$ cat src/rtl/djc_pkg.sv
// ----------------------------------------------------------------------------
// djc_pkg - shared types and constants for the depth to jet colour block
// Holds the fixed-point constants of the jet scale, the configuration
// register indexes and the per-channel level function.
// ----------------------------------------------------------------------------
`default_nettype none

package djc_pkg;

  // fraction bits of the gray scale
  localparam int FRAC_BITS = 24;

  // configuration port
  localparam int CFG_INDEX_BITS = 1;
  localparam int CFG_DATA_BITS  = 25;
  localparam int MIN_DEPTH_BITS = 16;
  localparam int INV_RANGE_BITS = 25;

  localparam logic [CFG_INDEX_BITS-1:0] REG_MIN_DEPTH = 1'd0;
  localparam logic [CFG_INDEX_BITS-1:0] REG_INV_RANGE = 1'd1;

  localparam logic [MIN_DEPTH_BITS-1:0] MIN_DEPTH_RESET = 16'd0;
  localparam logic [INV_RANGE_BITS-1:0] INV_RANGE_RESET = 25'd256;

  // saturated gray in [-2, 2], and v = gray +/- 0.5
  localparam int GRAY_BITS = 27;
  localparam int V_BITS    = 28;
  localparam int MAG_BITS  = 27;
  localparam int BASE_BITS = 33;

  localparam logic signed [GRAY_BITS-1:0] GRAY_LIMIT = 27'sd33554432;  // 2.0
  localparam logic signed [V_BITS-1:0]    HALF_Q     = 28'sd8388608;   // 0.5

  // |v| at or below 0.25 gives full level, at or above 0.75 gives zero
  localparam logic [MAG_BITS-1:0]  MAG_FULL  = 27'd4194304;
  localparam logic [MAG_BITS-1:0]  MAG_ZERO  = 27'd12582912;
  localparam logic [BASE_BITS-1:0] BASE_ONE  = 33'd16777216;   // 1.0
  localparam logic [BASE_BITS-1:0] BASE_PEAK = 33'd25165824;   // 1.5

  localparam logic [7:0] LEVEL_WHITE = 8'd255;

  // status carried alongside each word in the pipeline
  typedef struct packed {
    logic valid;
    logic blank;
  } djc_tag_t;

  // floor(255 * clamp(1.5 - 2|v|, 0, 1))
  function automatic logic [7:0] channel_level(input logic signed [V_BITS-1:0] v);
    logic [MAG_BITS-1:0]  mag;
    logic [BASE_BITS-1:0] base;
    logic [BASE_BITS-1:0] scaled;
    mag = v[V_BITS-1] ? MAG_BITS'(-v) : MAG_BITS'(v);
    if (mag >= MAG_ZERO) begin
      base = '0;
    end else if (mag <= MAG_FULL) begin
      base = BASE_ONE;
    end else begin
      base = BASE_PEAK - {5'd0, mag, 1'b0};
    end
    // 255*b as (b << 8) - b
    scaled = {base[BASE_BITS-9:0], 8'd0} - base;
    return scaled[FRAC_BITS+7:FRAC_BITS];
  endfunction

endpackage

`default_nettype wire

$ cat src/rtl/djc_mult.sv
// ----------------------------------------------------------------------------
// djc_mult - offset and scale stage
// Subtracts the minimum depth and multiplies by the inverse range,
// registering the signed product.
// ----------------------------------------------------------------------------
`default_nettype none

module djc_mult #(
  parameter int DEPTH_BITS = 16
) (
  input  wire                               clk,
  input  wire                               rst_n,
  input  wire  djc_pkg::djc_tag_t           tag_in,
  input  wire  [DEPTH_BITS-1:0]             depth,
  input  wire  [DEPTH_BITS-1:0]             min_depth,
  input  wire  [djc_pkg::INV_RANGE_BITS-1:0] inv_range,
  output djc_pkg::djc_tag_t                 tag_out,
  output logic signed [DEPTH_BITS+26:0]     prod
);

  localparam int PROD_BITS = DEPTH_BITS + 27;

  logic signed [DEPTH_BITS:0]                 diff;
  logic signed [djc_pkg::INV_RANGE_BITS:0]    inv_s;
  logic signed [PROD_BITS-1:0]                prod_nxt;
  logic signed [PROD_BITS-1:0]                prod_r;
  djc_pkg::djc_tag_t                          tag_r;

  // signed offset from the minimum, times the unsigned scale
  assign diff     = $signed({1'b0, depth}) - $signed({1'b0, min_depth});
  assign inv_s    = $signed({1'b0, inv_range});
  assign prod_nxt = diff * inv_s;

  // product register
  always_ff @(posedge clk) begin
    prod_r <= prod_nxt;
  end

  // tag register
  always_ff @(posedge clk) begin
    if (!rst_n) begin
      tag_r <= '0;
    end else begin
      tag_r <= tag_in;
    end
  end

  assign prod    = prod_r;
  assign tag_out = tag_r;

endmodule

`default_nettype wire

$ cat src/rtl/djc_shade.sv
// ----------------------------------------------------------------------------
// djc_shade - gray saturation and colour channel stages
// Turns the scaled product into a saturated gray level, then into the
// three jet colour channels; a blank word gives white.
// ----------------------------------------------------------------------------
`default_nettype none

module djc_shade #(
  parameter int DEPTH_BITS = 16
) (
  input  wire                           clk,
  input  wire                           rst_n,
  input  wire djc_pkg::djc_tag_t        tag_in,
  input  wire signed [DEPTH_BITS+26:0]  prod,
  output logic                          strobe,
  output logic [7:0]                    red,
  output logic [7:0]                    green,
  output logic [7:0]                    blue
);

  localparam int PROD_BITS = DEPTH_BITS + 27;
  localparam int WIDE_BITS = PROD_BITS + 2;
  localparam logic signed [WIDE_BITS-1:0] ONE_W  = WIDE_BITS'(1) <<< djc_pkg::FRAC_BITS;
  localparam logic signed [WIDE_BITS-1:0] LIM_W  = WIDE_BITS'(2) <<< djc_pkg::FRAC_BITS;

  logic signed [WIDE_BITS-1:0]              gray_wide;
  logic signed [djc_pkg::GRAY_BITS-1:0]     gray_nxt;
  logic signed [djc_pkg::GRAY_BITS-1:0]     gray_r;
  djc_pkg::djc_tag_t                        tag_r;

  logic signed [djc_pkg::V_BITS-1:0]        gray_v;
  logic [7:0]                               red_nxt, green_nxt, blue_nxt;
  logic [7:0]                               red_r, green_r, blue_r;
  logic                                     strobe_r;

  // gray = 2*prod - 1, saturated to [-2, 2]
  assign gray_wide = (WIDE_BITS'(prod) <<< 1) - ONE_W;

  always_comb begin
    if (gray_wide > LIM_W) begin
      gray_nxt = djc_pkg::GRAY_LIMIT;
    end else if (gray_wide < -LIM_W) begin
      gray_nxt = -djc_pkg::GRAY_LIMIT;
    end else begin
      gray_nxt = gray_wide[djc_pkg::GRAY_BITS-1:0];
    end
  end

  // gray register
  always_ff @(posedge clk) begin
    gray_r <= gray_nxt;
  end

  always_ff @(posedge clk) begin
    if (!rst_n) begin
      tag_r <= '0;
    end else begin
      tag_r <= tag_in;
    end
  end

  // channel levels, white for a missing sample
  assign gray_v = djc_pkg::V_BITS'(gray_r);

  always_comb begin
    if (tag_r.blank) begin
      red_nxt   = djc_pkg::LEVEL_WHITE;
      green_nxt = djc_pkg::LEVEL_WHITE;
      blue_nxt  = djc_pkg::LEVEL_WHITE;
    end else begin
      red_nxt   = djc_pkg::channel_level(gray_v - djc_pkg::HALF_Q);
      green_nxt = djc_pkg::channel_level(gray_v);
      blue_nxt  = djc_pkg::channel_level(gray_v + djc_pkg::HALF_Q);
    end
  end

  // result register
  always_ff @(posedge clk) begin
    red_r   <= red_nxt;
    green_r <= green_nxt;
    blue_r  <= blue_nxt;
  end

  always_ff @(posedge clk) begin
    if (!rst_n) begin
      strobe_r <= 1'b0;
    end else begin
      strobe_r <= tag_r.valid;
    end
  end

  assign strobe = strobe_r;
  assign red    = red_r;
  assign green  = green_r;
  assign blue   = blue_r;

endmodule

`default_nettype wire

$ cat src/rtl/depth_to_jet_color.sv
// ----------------------------------------------------------------------------
// depth_to_jet_color - jet colour map for raw depth samples
// Maps each depth sample to an RGB triple on the jet scale.
//
// Usage:
//   Input words are taken on in_depth at each clock edge with start high
//   and busy low. busy is high only during reset and the cycle after it;
//   from then on one word can be taken every cycle.
//   Each result appears on out_red, out_green and out_blue for one cycle
//   with out_strobe high, after its word has passed the input, product,
//   gray and result registers; results come out in order.
//   The pipeline is input register, multiply, gray saturation, colour
//   channel register; the 17 x 26 bit multiply stage sets the clock rate.
//   The receiver cannot stall, so nothing is held back.
//   A depth of zero gives white. min_depth and inv_depth_range are written
//   through cfg_valid/cfg_ready with cfg_index and cfg_data; write them
//   only while no word is in flight. Reset sets min_depth to 0 and
//   inv_depth_range to 256 and empties the pipeline.
// ----------------------------------------------------------------------------
`default_nettype none

module depth_to_jet_color #(
  parameter int DEPTH_BITS = 16
) (
  input  wire                                clk,
  input  wire                                rst_n,
  // input words
  input  wire                                start,
  output logic                               busy,
  input  wire  [15:0]                        in_depth,
  // results
  output logic                               out_strobe,
  output logic [7:0]                         out_red,
  output logic [7:0]                         out_green,
  output logic [7:0]                         out_blue,
  // configuration writes
  input  wire                                cfg_valid,
  output logic                               cfg_ready,
  input  wire  [djc_pkg::CFG_INDEX_BITS-1:0] cfg_index,
  input  wire  [djc_pkg::CFG_DATA_BITS-1:0]  cfg_data
);

  localparam int PROD_BITS = DEPTH_BITS + 27;

  logic                                  busy_r;
  logic                                  accept;
  logic [DEPTH_BITS-1:0]                 depth_r;
  djc_pkg::djc_tag_t                     tag_in_r;
  logic [djc_pkg::MIN_DEPTH_BITS-1:0]    min_depth_r;
  logic [djc_pkg::INV_RANGE_BITS-1:0]    inv_range_r;
  djc_pkg::djc_tag_t                     tag_mult;
  logic signed [PROD_BITS-1:0]           prod;

  assign accept = start && !busy_r;

  // busy only while leaving reset
  always_ff @(posedge clk) begin
    if (!rst_n) begin
      busy_r <= 1'b1;
    end else begin
      busy_r <= 1'b0;
    end
  end

  assign busy      = busy_r;
  assign cfg_ready = !busy_r;

  // configuration registers
  always_ff @(posedge clk) begin
    if (!rst_n) begin
      min_depth_r <= djc_pkg::MIN_DEPTH_RESET;
      inv_range_r <= djc_pkg::INV_RANGE_RESET;
    end else if (cfg_valid && cfg_ready) begin
      case (cfg_index)
        djc_pkg::REG_MIN_DEPTH: min_depth_r <= cfg_data[djc_pkg::MIN_DEPTH_BITS-1:0];
        djc_pkg::REG_INV_RANGE: inv_range_r <= cfg_data[djc_pkg::INV_RANGE_BITS-1:0];
        default: ;
      endcase
    end
  end

  // input register
  always_ff @(posedge clk) begin
    depth_r <= in_depth[DEPTH_BITS-1:0];
  end

  always_ff @(posedge clk) begin
    if (!rst_n) begin
      tag_in_r <= '0;
    end else begin
      tag_in_r.valid <= accept;
      tag_in_r.blank <= (in_depth[DEPTH_BITS-1:0] == '0);
    end
  end

  djc_mult #(
    .DEPTH_BITS (DEPTH_BITS)
  ) u_mult (
    .clk       (clk),
    .rst_n     (rst_n),
    .tag_in    (tag_in_r),
    .depth     (depth_r),
    .min_depth (min_depth_r[DEPTH_BITS-1:0]),
    .inv_range (inv_range_r),
    .tag_out   (tag_mult),
    .prod      (prod)
  );

  djc_shade #(
    .DEPTH_BITS (DEPTH_BITS)
  ) u_shade (
    .clk    (clk),
    .rst_n  (rst_n),
    .tag_in (tag_mult),
    .prod   (prod),
    .strobe (out_strobe),
    .red    (out_red),
    .green  (out_green),
    .blue   (out_blue)
  );

  // every result comes from a word taken earlier at the input
  a_strobe_follows_accept: assert property (@(posedge clk) disable iff (!rst_n)
    out_strobe |-> $past(accept, 4))
    else $error("result without a matching input word");

  // a missing sample shows white
  a_blank_is_white: assert property (@(posedge clk) disable iff (!rst_n)
    (out_strobe && $past(accept && (in_depth[DEPTH_BITS-1:0] == '0), 4))
      |-> (out_red == djc_pkg::LEVEL_WHITE && out_green == djc_pkg::LEVEL_WHITE &&
           out_blue == djc_pkg::LEVEL_WHITE))
    else $error("missing sample not shown white");

  // zero range maps every sample to gray -1: dark blue
  a_zero_range_blue: assert property (@(posedge clk) disable iff (!rst_n)
    (out_strobe && inv_range_r == '0 &&
     $past(accept && (in_depth[DEPTH_BITS-1:0] != '0), 4))
      |-> (out_red == 8'd0 && out_green == 8'd0 && out_blue == 8'd127))
    else $error("zero range does not give gray minus one");

  // no word enters while leaving reset
  a_no_accept_busy: assert property (@(posedge clk) disable iff (!rst_n)
    $rose(rst_n) |=> !tag_in_r.valid)
    else $error("word taken while busy");

endmodule

`default_nettype wire
$ cat config.mk
export PLATFORM = sky130hd
export DESIGN_NAME = depth_to_jet_color
export DESIGN_NICKNAME = d
export VERILOG_FILES = /design/src/rtl/djc_pkg.sv /design/src/rtl/djc_mult.sv /design/src/rtl/djc_shade.sv /design/src/rtl/depth_to_jet_color.sv
export SDC_FILE = /design/constraint.sdc
export NUM_CORES = 1
export LEC_CHECK = 0
export BUFFER_PORTS_ARGS = -buffer_cell sky130_fd_sc_hd__buf_2
export CAP_MARGIN = 20
export CORE_MARGIN = 3
export CORE_UTILIZATION = 50
export DETAILED_ROUTE_END_ITERATION = 6
export PLACE_DENSITY_LB_ADDON = 0.05
export SYNTH_ARGS = -nofsm -noshare
export SYNTH_HDL_FRONTEND = slang
export SYNTH_SLANG_ARGS = --single-unit
$ cat constraint.sdc
create_clock -name clk -period 9.2 [get_ports clk]
set_input_delay 0.92 -clock clk [delete_from_list [all_inputs] [get_ports clk]]
set_output_delay 0.92 -clock clk [all_outputs]
set_load 0.02 [all_outputs]
==> report_table.html <==
<table>
<tr><th>Metric</th><th>Value</th></tr>
<tr><th colspan="2">Critical path</th></tr>
<tr><td>Most numerous cell on the critical path</td><td>sky130_fd_sc_hd__fa_1</td></tr>
<tr><td>Endpoint class of the critical path</td><td>flip-flop</td></tr>
<tr><td>Cell class contributing the biggest share of worst-path delay</td><td>adder cells</td></tr>
<tr><td>Crit. path cell count</td><td>36</td></tr>
<tr><td>Number of cells on the worst reg-to-reg path</td><td>36</td></tr>
<tr><td>Data arrival time of the worst path</td><td>9150 ps</td></tr>
<tr><td>CP Class</td><td>flip-flop to flip-flop</td></tr>
<tr><td>Worst path slowest cell</td><td>sky130_fd_sc_hd__fa_1</td></tr>
<tr><td>Worst-path fanout max</td><td>13</td></tr>
<tr><td>Kind of launch point of the worst setup path</td><td>flip-flop</td></tr>
<tr><td>Critical path data required time</td><td>9570 ps</td></tr>
<tr><td>Slowest Stage Delay on Critical Path</td><td>570 ps</td></tr>
<tr><td>Sum of buffers and inverters on the critical path</td><td>5</td></tr>
<tr><th colspan="2">Synthesis</th></tr>
<tr><td>Proportion of register bits with asynchronous set or reset after synthesis</td><td>0</td></tr>
<tr><td>Mean area per synthesized cell</td><td>8.08 um2</td></tr>
<tr><td>Count of yosys warnings during synthesis</td><td>0</td></tr>
<tr><td>Netlist area before placement</td><td>26200 um2</td></tr>
<tr><td>Number of synthesized register bits</td><td>158</td></tr>
<tr><td>Top cell type's share of synthesized area</td><td>0.264</td></tr>
<tr><td>Cells after Synth</td><td>3238</td></tr>
<tr><td>Top FF cell, synth</td><td>sky130_fd_sc_hd__dfxtp_1</td></tr>
<tr><td>Synth cell types</td><td>100</td></tr>
<tr><td>Share of the yosys chip area belonging to registers</td><td>0.121</td></tr>
<tr><td>Ranking of synthesized cells by area</td><td>sky130_fd_sc_hd__fa_1 26%, sky130_fd_sc_hd__dfxtp_1 12%, sky130_fd_sc_hd__ha_1 11%</td></tr>
<tr><td>Cell type with the largest total area after synthesis</td><td>sky130_fd_sc_hd__fa_1</td></tr>
<tr><td>Count of flip-flops with a built-in enable after synthesis</td><td>0</td></tr>
<tr><th colspan="2">STA</th></tr>
<tr><td>Worst rel slew slack</td><td>0.282</td></tr>
<tr><td>Final Max Tran Viols</td><td>0</td></tr>
<tr><td>Final clock skew</td><td>22.0 ps</td></tr>
<tr><td>Period utilisation layout</td><td>0.954</td></tr>
<tr><td>Sum of negative setup slack</td><td>0 ps</td></tr>
<tr><td>Pin slew with the least headroom to its limit</td><td>1070 ps</td></tr>
<tr><td>Final critical path time including I/O delays and setup</td><td>8780 ps</td></tr>
<tr><td>Highest clock rate</td><td>114 MHz</td></tr>
<tr><td>Final hold violation count</td><td>0</td></tr>
<tr><td>Total setup violations reported at the end of the flow</td><td>0</td></tr>
<tr><td>Final hold slack</td><td>437 ps</td></tr>
<tr><th colspan="2">Clocking</th></tr>
<tr><td>Clock tree from TritonCTS</td><td>built</td></tr>
<tr><td>Clock root cell</td><td>sky130_fd_sc_hd__clkbuf_16</td></tr>
<tr><td>Clock net sink count</td><td>158</td></tr>
<tr><td>Hold-fix buffer count after cts</td><td>0</td></tr>
<tr><td>Number of buffers between clock root and the deepest sink</td><td>2</td></tr>
<tr><td>Clock latency on the worst-skew pair</td><td>470 ps</td></tr>
<tr><td>H-tree Lvls</td><td>4</td></tr>
<tr><td>Worst-path clk slew</td><td>80 ps</td></tr>
<tr><td>Number of clock buffers inserted by TritonCTS</td><td>17</td></tr>
<tr><th colspan="2">Route</th></tr>
<tr><td>Post-detailed-route count of antenna-violating nets</td><td>0</td></tr>
<tr><td>Vias per std cell</td><td>5.60</td></tr>
<tr><td>Initial DRC count</td><td>1253</td></tr>
<tr><td>Total wire length after detailed routing</td><td>72200 um</td></tr>
<tr><td>Number of optimization iterations in the first detailed-route pass</td><td>5</td></tr>
<tr><td>DRC violation count after routing</td><td>0</td></tr>
<tr><td>Detailed-route wire length per cell</td><td>18.4 um</td></tr>
<tr><td>Vias after detailed routing</td><td>22000</td></tr>
<tr><th colspan="2">Cells and area</th></tr>
<tr><td>Ratio of cells with drive above 1 in the final layout</td><td>0.0737</td></tr>
<tr><td>Highest-count cells in the layout ignoring fill and taps</td><td>509 x sky130_fd_sc_hd__inv_1, 454 x sky130_fd_sc_hd__nand2_1, 345 x sky130_fd_sc_hd__fa_1</td></tr>
<tr><td>Cell area after layout</td><td>28000 um2</td></tr>
<tr><td>Final #Nets</td><td>3853</td></tr>
<tr><td>Most frequent standard cell in the layout excluding fill and tap cells</td><td>sky130_fd_sc_hd__inv_1</td></tr>
<tr><td>Area growth syn-to-layout</td><td>6.94%</td></tr>
<tr><td>Count of fill cells added during filler insertion</td><td>4973</td></tr>
<tr><td>Final core utilization</td><td>0.543</td></tr>
<tr><td>Antenna cell count</td><td>0</td></tr>
<tr><th colspan="2">Die</th></tr>
<tr><td>Vertical die dimension</td><td>235 um</td></tr>
<tr><td>DIE AREA</td><td>55100 um2</td></tr>
<tr><td>Row count</td><td>83</td></tr>
<tr><td>Total I/O pin count</td><td>73</td></tr>
<tr><td>Placeable core area</td><td>51500 um2</td></tr>
<tr><td>Width of the die</td><td>235 um</td></tr>
<tr><td>Initial core utilization</td><td>0.508</td></tr>
<tr><th colspan="2">Global route</th></tr>
<tr><td>Global-route usage over all layers</td><td>0.264</td></tr>
<tr><td>Global-route wire length before repair</td><td>119000 um</td></tr>
<tr><td>Number of global-route vias before repair</td><td>23000</td></tr>
<tr><td>Remaining global-route overflow</td><td>0</td></tr>
<tr><td>Maximum number of pins on one net before global-route repair</td><td>53</td></tr>
<tr><td>Initial antenna violation count</td><td>0</td></tr>
<tr><th colspan="2">Worst hold path</th></tr>
<tr><td>Path category of the worst min-delay check</td><td>flip-flop to flip-flop</td></tr>
<tr><td>Number of stages on the worst hold path</td><td>1</td></tr>
<tr><th colspan="2">Placement</th></tr>
<tr><td>Count of buffers from port buffering</td><td>72</td></tr>
<tr><td>Routability Congestion</td><td>0.884</td></tr>
<tr><td>Hpwl dp</td><td>57600 um</td></tr>
<tr><td>Placed instance area</td><td>27200 um2</td></tr>
<tr><th colspan="2">Job</th></tr>
<tr><td>Count of max-cap constraint violations</td><td>0</td></tr>
<tr><th colspan="2">Pwr</th></tr>
<tr><td>Leak pwr</td><td>13.9 nW</td></tr>
<tr><td>Power per standard cell area</td><td>209 nW/um2</td></tr>
<tr><td>Maximum vdd ir drop</td><td>0.000150 V</td></tr>
<tr><th colspan="2">Run status</th></tr>
<tr><td>Run status</td><td>completed</td></tr>
</table>
-- sequential cells by signal, indices dropped and copies added (netlist names), 2 cells and up --
signal          flops
u_mult.prod        43
u_shade.gray_r     26
inv_range_r        25
depth_r            16
min_depth_r        16
u_shade.blue        8
u_shade.green       8
u_shade.red         8
tag_in_r            2
u_mult.tag_out      2
u_shade.tag_r       2
-- layout make-up --
cell class / count / area, um2 / share of cell area
multi-input cells: 2423 / 20600 / 0.738
flip-flops and latches: 158 / 3160 / 0.113
inverters: 514 / 1930 / 0.0690
well taps: 680 / 851 / 0.0304
repair buffers: 117 / 747 / 0.0267
clock buffers: 17 / 425 / 0.0152
clock inverters: 15 / 216 / 0.00774
-- synth_stat cells (8+ instances only) --
cell type and number:
sky130_fd_sc_hd__inv_1 509, sky130_fd_sc_hd__nand2_1 454, sky130_fd_sc_hd__fa_1 345, sky130_fd_sc_hd__ha_1 231, sky130_fd_sc_hd__nor2_1 163, sky130_fd_sc_hd__dfxtp_1 158, sky130_fd_sc_hd__a21oi_1 145, sky130_fd_sc_hd__xnor2_1 134
sky130_fd_sc_hd__and2_1 131, sky130_fd_sc_hd__clkbuf_1 127, sky130_fd_sc_hd__nor2b_1 74, sky130_fd_sc_hd__o21ai_0 74, sky130_fd_sc_hd__nor3_1 61, sky130_fd_sc_hd__nand3_1 59, sky130_fd_sc_hd__a21o_1 50, sky130_fd_sc_hd__and3_1 43
sky130_fd_sc_hd__xor2_1 39, sky130_fd_sc_hd__or2_2 29, sky130_fd_sc_hd__nor4_1 27, sky130_fd_sc_hd__nand4_1 26, sky130_fd_sc_hd__a31oi_1 22, sky130_fd_sc_hd__nand2b_1 20, sky130_fd_sc_hd__or3_1 19, sky130_fd_sc_hd__o31ai_1 16
sky130_fd_sc_hd__buf_1 15, sky130_fd_sc_hd__buf_2 15, sky130_fd_sc_hd__a211oi_1 14, sky130_fd_sc_hd__o21ai_1 14, sky130_fd_sc_hd__mux2i_1 13, sky130_fd_sc_hd__o211ai_1 13, sky130_fd_sc_hd__o21a_1 13, sky130_fd_sc_hd__o22ai_1 13
sky130_fd_sc_hd__o21bai_1 10, sky130_fd_sc_hd__a22oi_1 9, sky130_fd_sc_hd__or4_1 8
-- layer usage --
layer	vias to the layer above	wire, um	global-route usage
li1	10400	-	-
met1	10800	30400	0.335
met2	639	35900	0.458
met3	116	3590	0.0350
met4	0	2290	0.0966
met5	-	0	0
-- timing repair --
item | 4_1_cts | 5_1_grt
gates cloned | 0 | 1
setup endpoints to repair | 3 | 12
pin swaps | 1 | 3
resized for setup | 5 | 18
buffers inserted | 0 | 6
-- report_power, final --
part	internal, mW	total, mW	switching (mW)
combinational	1.66	4.08	2.42
sequential	0.863	1.02	0.159
clock	0.374	0.736	0.362
-- stage by stage --
step           power [mW]  setup WS (ps)  std cells
4_1_cts              5.85           31.4       3917
3_5_place_dp         5.09           -191       3885
2_1_floorplan        4.10            737       3255
3_3_place_gp         5.02           11.5       3884
6_report             5.84            423       3924
5_1_grt              6.44          -22.4       3924
-- kinds of logic after synthesis --
| logic type | count (synthesis) | synth area share |
|---|---|---|
| adder cells (fa/ha/maj) | 576 | 0.375 |
| multiplexers | 14 | 0.00541 |
| XOR/XNOR | 173 | 0.0579 |
| AND/OR/NAND/NOR | 1156 | 0.219 |
| buffers and inverters | 674 | 0.0982 |
| flip-flops | 158 | 0.121 |
| other | 1 | 0.000143 |
| AO/OA/AOI/OAI | 486 | 0.124 |
-- final timing paths --
check                           slack, ps              start               end
worst min register to register        440  u_mult.tag_out[1]  u_shade.tag_r[1]
worst max-delay path                  420         depth_r[0]   u_mult.prod[41]
worst min-delay path                  440  u_mult.tag_out[1]  u_shade.tag_r[1]
worst max register to register        420         depth_r[0]   u_mult.prod[41]
Power figures use the tool's default switching activity.
